--- src/rtl/core/paretoarc_pkg.sv ---
// Package: shared types, constants and compare helpers for the Pareto archive.
`timescale 1ns / 1ps
package paretoarc_pkg;
  localparam int CAPACITY = 32;
  localparam int IDX_W = $clog2(CAPACITY);
  localparam int CNT_W = 6;
  localparam int QDEPTH = 2;

  typedef enum logic [1:0] {
    MODE_OFFER = 2'd0,
    MODE_READ  = 2'd1,
    MODE_CLEAR = 2'd2,
    MODE_NONE  = 2'd3
  } mode_t;

  localparam logic [2:0] ST_ACCEPT  = 3'd0;
  localparam logic [2:0] ST_REJECT  = 3'd1;
  localparam logic [2:0] ST_FULL    = 3'd2;
  localparam logic [2:0] ST_READOUT = 3'd3;
  localparam logic [2:0] ST_EMPTY   = 3'd4;

  // One queued command word between front and back.
  typedef struct packed {
    mode_t              mode;
    logic signed [31:0] risk;
    logic signed [31:0] ret;
  } cmd_t;

  // Absolute difference within tolerance.
  function automatic logic near_eq(input logic signed [31:0] a,
                                   input logic signed [31:0] b,
                                   input logic [15:0] tol);
    logic signed [32:0] d;
    logic [32:0] m;
    begin
      d = 33'(a) - 33'(b);
      m = d[32] ? 33'(-d) : 33'(d);
      near_eq = m <= {17'd0, tol};
    end
  endfunction

  // Point a dominates point b.
  function automatic logic beats(input logic signed [31:0] ar,
                                 input logic signed [31:0] aret,
                                 input logic signed [31:0] br,
                                 input logic signed [31:0] bret,
                                 input logic [15:0] tol);
    logic br_ret, br_risk;
    begin
      br_ret = aret > bret;
      br_risk = ar < br;
      beats = (br_ret && (br_risk || near_eq(ar, br, tol))) ||
              (br_risk && (br_ret || near_eq(aret, bret, tol)));
    end
  endfunction
endpackage

--- src/rtl/core/paretoarc_front.sv ---
// Front: accepts command words and queues them for the back end.
`timescale 1ns / 1ps
module paretoarc_front (
  input  logic                  clk,
  input  logic                  rst,
  input  logic                  start,
  output logic                  busy,
  input  logic [1:0]            mode,
  input  logic signed [31:0]    candidate_risk,
  input  logic signed [31:0]    candidate_return,
  input  logic                  pop,
  output logic                  q_valid,
  output paretoarc_pkg::cmd_t   q_word
);
  paretoarc_pkg::cmd_t q [paretoarc_pkg::QDEPTH];
  logic       rd;
  logic       wr;
  logic [1:0] fill;
  logic       push;

  assign busy    = (fill == 2'(paretoarc_pkg::QDEPTH));
  assign push    = start && !busy;
  assign q_valid = (fill != 2'd0);
  assign q_word  = q[rd];

  // Hold words in a two-entry ring.
  always_ff @(posedge clk) begin
    if (rst) begin
      rd   <= 1'b0;
      wr   <= 1'b0;
      fill <= 2'd0;
    end else begin
      if (push) begin
        q[wr] <= '{mode: paretoarc_pkg::mode_t'(mode),
                   risk: candidate_risk, ret: candidate_return};
        wr <= ~wr;
      end
      if (pop && q_valid) rd <= ~rd;
      fill <= fill + 2'(push) - 2'(pop && q_valid);
    end
  end
endmodule

--- src/rtl/core/paretoarc_back.sv ---
// Back: scans, compacts and reads out the archive one entry per cycle.
`timescale 1ns / 1ps
module paretoarc_back (
  input  logic                  clk,
  input  logic                  rst,
  input  logic [15:0]           tol,
  output logic                  idle,
  input  logic                  q_valid,
  input  paretoarc_pkg::cmd_t   q_word,
  output logic                  pop,
  output logic                  done,
  output logic [2:0]            status,
  output logic [5:0]            removed_count,
  output logic [5:0]            entry_count,
  output logic signed [31:0]    out_risk,
  output logic signed [31:0]    out_return,
  output logic                  last
);
  typedef enum logic [2:0] {S_IDLE, S_CHECK, S_COMPACT, S_APPEND, S_READ, S_RD2}
    state_t;
  state_t state;

  logic signed [31:0] mem_risk [paretoarc_pkg::CAPACITY];
  logic signed [31:0] mem_ret  [paretoarc_pkg::CAPACITY];
  logic [5:0] count;
  logic [5:0] idx;
  logic [5:0] kept;
  logic [5:0] removed;
  logic signed [31:0] cr, cret;
  logic signed [31:0] rd_r, rd_ret;
  logic dom_by, dom_of;

  assign pop  = (state == S_IDLE) && q_valid;
  assign idle = (state == S_IDLE) && !q_valid;

  // Registered read port.
  always_ff @(posedge clk) begin
    rd_r   <= mem_risk[idx[paretoarc_pkg::IDX_W-1:0]];
    rd_ret <= mem_ret[idx[paretoarc_pkg::IDX_W-1:0]];
  end

  assign dom_by = paretoarc_pkg::beats(rd_r, rd_ret, cr, cret, tol) ||
                  (paretoarc_pkg::near_eq(rd_ret, cret, tol) &&
                   paretoarc_pkg::near_eq(rd_r, cr, tol));
  assign dom_of = paretoarc_pkg::beats(cr, cret, rd_r, rd_ret, tol);

  // Sequence one command; idx leads the registered data by one entry.
  always_ff @(posedge clk) begin
    done <= 1'b0;
    if (rst) begin
      state <= S_IDLE;
      count <= 6'd0;
      idx   <= 6'd0;
    end else begin
      unique case (state)
        S_IDLE: begin
          if (q_valid) begin
            cr <= q_word.risk;
            cret <= q_word.ret;
            removed_count <= 6'd0;
            out_risk <= '0;
            out_return <= '0;
            last <= 1'b1;
            idx <= 6'd1;
            kept <= 6'd0;
            removed <= 6'd0;
            unique case (q_word.mode)
              paretoarc_pkg::MODE_OFFER: begin
                if (count == 6'd0) state <= S_APPEND;
                else state <= S_CHECK;
                idx <= 6'd0;
              end
              paretoarc_pkg::MODE_READ: begin
                if (count == 6'd0) begin
                  status <= paretoarc_pkg::ST_EMPTY;
                  entry_count <= count;
                  done <= 1'b1;
                end else begin
                  idx <= 6'd0;
                  state <= S_READ;
                end
              end
              paretoarc_pkg::MODE_CLEAR: begin
                count <= 6'd0;
                status <= paretoarc_pkg::ST_EMPTY;
                entry_count <= 6'd0;
                done <= 1'b1;
              end
              default: begin
                status <= paretoarc_pkg::ST_REJECT;
                entry_count <= count;
                done <= 1'b1;
              end
            endcase
          end
        end
        S_READ: begin
          idx <= 6'd1;
          kept <= 6'd0;
          state <= S_RD2;
        end
        S_RD2: begin
          status <= paretoarc_pkg::ST_READOUT;
          entry_count <= count;
          out_risk <= rd_r;
          out_return <= rd_ret;
          last <= (kept + 6'd1 == count);
          done <= 1'b1;
          kept <= kept + 6'd1;
          idx <= idx + 6'd1;
          if (kept + 6'd1 == count) state <= S_IDLE;
        end
        S_CHECK: begin
          // First visit of idx 0 only primes the read; entry idx-1 is in rd_*.
          if (idx != 6'd0) begin
            if (dom_of) removed <= removed + 6'd1;
          end
          if (idx == count) begin
            state <= S_COMPACT;
            idx <= 6'd0;
          end else idx <= idx + 6'd1;
          if (idx != 6'd0 && dom_by) begin
            status <= paretoarc_pkg::ST_REJECT;
            entry_count <= count;
            done <= 1'b1;
            state <= S_IDLE;
          end else if (idx == count && removed == 6'd0 && !dom_of &&
                       count == 6'(paretoarc_pkg::CAPACITY)) begin
            status <= paretoarc_pkg::ST_FULL;
            entry_count <= count;
            done <= 1'b1;
            state <= S_IDLE;
          end
        end
        S_COMPACT: begin
          if (idx != 6'd0 && !dom_of) begin
            mem_risk[kept[paretoarc_pkg::IDX_W-1:0]] <= rd_r;
            mem_ret[kept[paretoarc_pkg::IDX_W-1:0]]  <= rd_ret;
            kept <= kept + 6'd1;
          end
          if (idx == count) state <= S_APPEND;
          else idx <= idx + 6'd1;
        end
        S_APPEND: begin
          mem_risk[kept[paretoarc_pkg::IDX_W-1:0]] <= cr;
          mem_ret[kept[paretoarc_pkg::IDX_W-1:0]]  <= cret;
          count <= kept + 6'd1;
          entry_count <= kept + 6'd1;
          removed_count <= removed;
          status <= paretoarc_pkg::ST_ACCEPT;
          done <= 1'b1;
          state <= S_IDLE;
        end
        default: state <= S_IDLE;
      endcase
    end
  end
endmodule

--- src/rtl/core/pareto_archive_two_objective.sv ---
// Top level: two-objective non-dominated archive with a command queue.
// Offer: dequeue, compare pass and compaction pass over N stored points, then
// append; an empty archive goes from dequeue to append, and a reject or full
// result ends earlier. Readout: dequeue, a registered read, then one word per
// cycle. Clear and unused modes finish at dequeue. Commands wait in a two-word
// queue; results cannot be stalled. Synchronous reset empties the archive, tolerance 1.
`timescale 1ns / 1ps
module pareto_archive_two_objective (
  input  logic                clk,
  input  logic                rst,
  input  logic                start,
  output logic                busy,
  input  logic [1:0]          mode,
  input  logic signed [31:0]  candidate_risk,
  input  logic signed [31:0]  candidate_return,
  input  logic                cfg_valid,
  output logic                cfg_ready,
  input  logic [15:0]         cfg_data,
  output logic                done,
  output logic [2:0]          status,
  output logic [5:0]          removed_count,
  output logic [5:0]          entry_count,
  output logic signed [31:0]  out_risk,
  output logic signed [31:0]  out_return,
  output logic                last
);
  logic [15:0] tolerance;
  logic q_valid, pop, idle;
  paretoarc_pkg::cmd_t q_word;

  // Take a tolerance word only while no command is queued or running.
  assign cfg_ready = idle;

  // Hold the tolerance register.
  always_ff @(posedge clk) begin
    if (rst) tolerance <= 16'd1;
    else if (cfg_valid && cfg_ready) tolerance <= cfg_data;
  end

  paretoarc_front u_front (
    .clk, .rst, .start, .busy, .mode, .candidate_risk, .candidate_return,
    .pop, .q_valid, .q_word
  );

  paretoarc_back u_back (
    .clk, .rst, .tol(tolerance), .idle, .q_valid, .q_word, .pop, .done,
    .status, .removed_count, .entry_count, .out_risk, .out_return, .last
  );
endmodule

--- config.mk ---
export PLATFORM = sky130hd
export DESIGN_NAME = pareto_archive_two_objective
export DESIGN_NICKNAME = d
export VERILOG_FILES = /design/src/rtl/core/paretoarc_pkg.sv /design/src/rtl/core/paretoarc_front.sv /design/src/rtl/core/paretoarc_back.sv /design/src/rtl/core/pareto_archive_two_objective.sv
export SDC_FILE = /design/constraint.sdc
export NUM_CORES = 2
export LEC_CHECK = 0
export CAP_MARGIN = 20
export CORE_AREA = 2 2 635 479
export DETAILED_ROUTE_END_ITERATION = 12
export DIE_AREA = 0 0 637 481
export DONT_BUFFER_PORTS = 1
export GPL_TIMING_DRIVEN = 0
export PLACE_DENSITY = 0.62
export SYNTH_ARGS = -nofsm -noshare
export SYNTH_HDL_FRONTEND = slang
export SYNTH_SLANG_ARGS = --single-unit
--- constraint.sdc ---
create_clock -name clk -period 8.5 [get_ports clk]
set_input_delay 0.425 -clock clk [delete_from_list [all_inputs] [get_ports clk]]
set_output_delay 0.425 -clock clk [all_outputs]
set_load 0.02 [all_outputs]
==> metrics.md <==
| Metric | Value |
|---|---|
| Clk_lat worst skew | 890 ps |
| Placement Rows | 175 |
| Dpl hpwl | 232300 microns |
| Worst Tran Pin Value | 1214 ps |
| GRT Total Usage | 0.2089 |
| DRC errors left | 0 |
| Initial Util | 0.3476 |
| Setup Viol. Count Final | 0 |
| Layout cell share with drive strength beyond 1 | 0.2437 |
| Cells on worst reg2reg path | 33 |
| Critical path peak fanout | 14 |
| Worst Path Required | 9100 ps |
| CP most frequent cell | buf_4 |
| Syn nets | 6249 |
| First-pass DRT Iterations | 7 |
| Slew margin rel. | 0.1907 |
| Area of the die | 306400 sq um |
| Hold Crit Depth | 1 |
| Asr flop ratio synth | 0 |
| Mapped Area | 104600 sq um |
| Vias | 62.39k |
| VDD IR max | 0.1755 mV |
| Destination of the worst hold path | u_front.q[1][4]$_DFFE_PP_ |
| Crit Reg-Reg Endpoint | u_back.mem_ret[13][9]$_DFFE_PP_ |
| Vias in the first global route | 60.01k |
| Hold Path Class | in2reg |
| Startpoint Class | flop |
| Period utilization | 0.9749 |
| Initial drt markers | 9605 |
| WP data arrival | 8890 ps |
| Clock period minus worst slack | 8287 ps |
| Final Skew | 49.90 ps |
| CORE AREA | 301100 sq um |
| First-pass GRT wire length | 458000 microns |
| Most frequent cells in the layout | edfxtp_1 (2336), mux4_2 (640), nand2_1 (278) |
| Grt total ovfl | 0 |
| Port bufs | 0 |
| Final max-slew violation count | 0 |
| Synthesized flop and latch total | 2437 |
| CP max stage delay | 530 ps |
| Commonest non-fill, non-tap cell in the layout | edfxtp_1 |
| Hold Path Origin | candidate_return[4] |
| Status | completed |
| Syn Inst Count | 5951 |
| Number of enable-type register cells in the synthesized netlist | 2336 |
| Worst hold slack | 206.3 ps |
| Layout area overhead | 18.53% |
| Fmax | 120.7 MHz |
| DRT Wirelength | 328700 microns |
| Clk root buf | clkbuf_16 |
| Max_cap viols | 0 |
| Wire per inst | 30.48 microns |
| Slowest stage cell, crit path | or4_1 |
| Flop2flop setup slack | 210 ps |
| Design Power | 0.03519 W |
| Hold Vio Cnt, Final | 0 |
| Main synth FF type | edfxtp_1 |
| RR Startpoint | u_back.rd_r[19]$_DFF_P_ |
| Die height | 481 microns |
| Reg clk slew, reported paths | 70 ps |
| Worst Setup End Kind | flop |
| Placer congestion estimate | 0.9441 |
| CP Class | reg2reg |
| Sequential-to-total area share from yosys stat | 0.6897 |
| Antenna Nets Post-Route | 0 |
| Post-synthesis cell type count | 96 |
| Vias per cell | 5.787 |
| Largest net degree at the start of global routing | 36 |
| Final #Nets | 6922 |
| Synth warn | 0 |
| Cell Pwr Density | 283.7 nW/um^2 |
| Total CTS buffers | 214 |
| CTS sink count | 2437 |
| CTS tree | built |
| Pleak | 39.34 nW |
| Initial antenna violation count | 10 |
| FILL cells | 26.32k |
| H-tree depth | 4 |
| Clock Path Buffers | 4 |
| # IOs | 169 |
| Die X | 637 microns |
| Syn Area/Cell | 17.58 sq um |
==> worst max-delay path by stage <==
stage / slack [ps] / startpoint / end
global placement: -8520 / u_back.rd_ret[8]$_DFF_P_ / u_back.mem_risk[23][21]$_DFFE_PP_
global route: -20 / u_back.rd_r[13]$_DFF_P_ / u_back.mem_ret[13][10]$_DFFE_PP_
CTS: 2 / u_back.rd_r[13]$_DFF_P_ / u_back.mem_risk[17][26]$_DFFE_PP_
finish: 210 / u_back.rd_r[19]$_DFF_P_ / u_back.mem_ret[13][9]$_DFFE_PP_
detailed placement: -1640 / u_back.cr[0]$_DFFE_PP_ / u_back.mem_ret[13][14]$_DFFE_PP_
floorplan: 200 / u_back.rd_ret[6]$_DFF_P_ / u_back.mem_ret[19][0]$_DFFE_PP_
==> metrics by stage <==
step	TNS (ps)	area [sq um]	worst slack, ps	instances	util
after floorplan	0	104600	198.6	5951	-
after global placement	-	109600	-8520	9933	0.3641
after detailed placement	-2543420	114800	-1643	10186	0.3813
after CTS	0	123400	1.847	10740	0.4099
after global routing	-76.07	124000	-18.14	10777	0.4119
final	0	124000	213.3	10781	0.4120
==> cells by family (layout without fill, tap and decap cells) <==
kind of cell | count (synthesis) | in the layout | share of synthesized area
AOI/OAI and AO/OA | 866 | 866 | 0.05254
xor gates and xnor gates | 177 | 177 | 0.01482
other | 0 | 5 | 0
DFF | 2437 | 2437 | 0.6897
muxes | 786 | 786 | 0.1533
adders and majority gates | 212 | 212 | 0.02564
buffers and inverters | 480 | 1323 | 0.01757
and+or+nand+nor | 993 | 993 | 0.04648
==> worst max-delay path, delay by kind of cell (launching register included) <==
family	cells	cell delay, ps
buffers and inverters	9	1810
DFF	1	450
adders and majority gates	2	730
and+or+nand+nor	5	890
xor gates and xnor gates	1	150
AOI/OAI and AO/OA	16	3920
==> report_power, final <==
group / switching, W / internal (W)
clock network: 0.00442 / 0.00526
registers: 0.000452 / 0.0141
logic: 0.00686 / 0.00413
==> synth_stat cells (30+ instances only) <==
master    number  area, sq um
inv_1        199        747.0
o21ai_0      239         1196
and3_1        39        244.0
mux2_2       129         1453
dfxtp_1      101         2022
nor2_1       275         1032
clkbuf_1     206        773.2
ha_1         208         2603
and2_1        30        187.7
a21o_1        51        382.9
a21oi_1      250         1251
or3_1         45        281.5
nand2_1      278         1044
buf_1         61        229.0
xnor2_1      119         1042
mux4_2       640        14410
nor3_1        52        260.3
edfxtp_1    2336        70150
nand4_1       58        362.9
nand3_1       63        315.3
xor2_1        58        508.0
==> area by class of cell <==
type,instances,area [sq um],area share
flip-flops and latches,2437,72170,0.5819
multi-input cells,3034,31320,0.2525
repair buffers,464,6923,0.05582
clock buffers,262,5658,0.04562
well taps,3982,4982,0.04017
clock inverters,124,1119,0.009018
plain buffers,272,1091,0.008797
inverters,201,754.5,0.006083
diodes,5,12.51,0.0001009
==> what timing repair did <==
item	CTS	global route
hold buffers	91	0
setup buffers	77	14
resized for setup	28	48
pin swaps	29	11
endpoints found under the setup margin	2075	2055
endpoints found under the hold margin	149	0
==> layer usage <==
layer	routed length (microns)	GRT usage	vias up
li1	-	-	25408
met1	142000	0.3142	32827
met2	142700	0.3068	3676
met3	36220	0.04813	477
met4	7800	0.04724	0
met5	0	0	-
No activity file was read; power rests on OpenSTA's default activity.
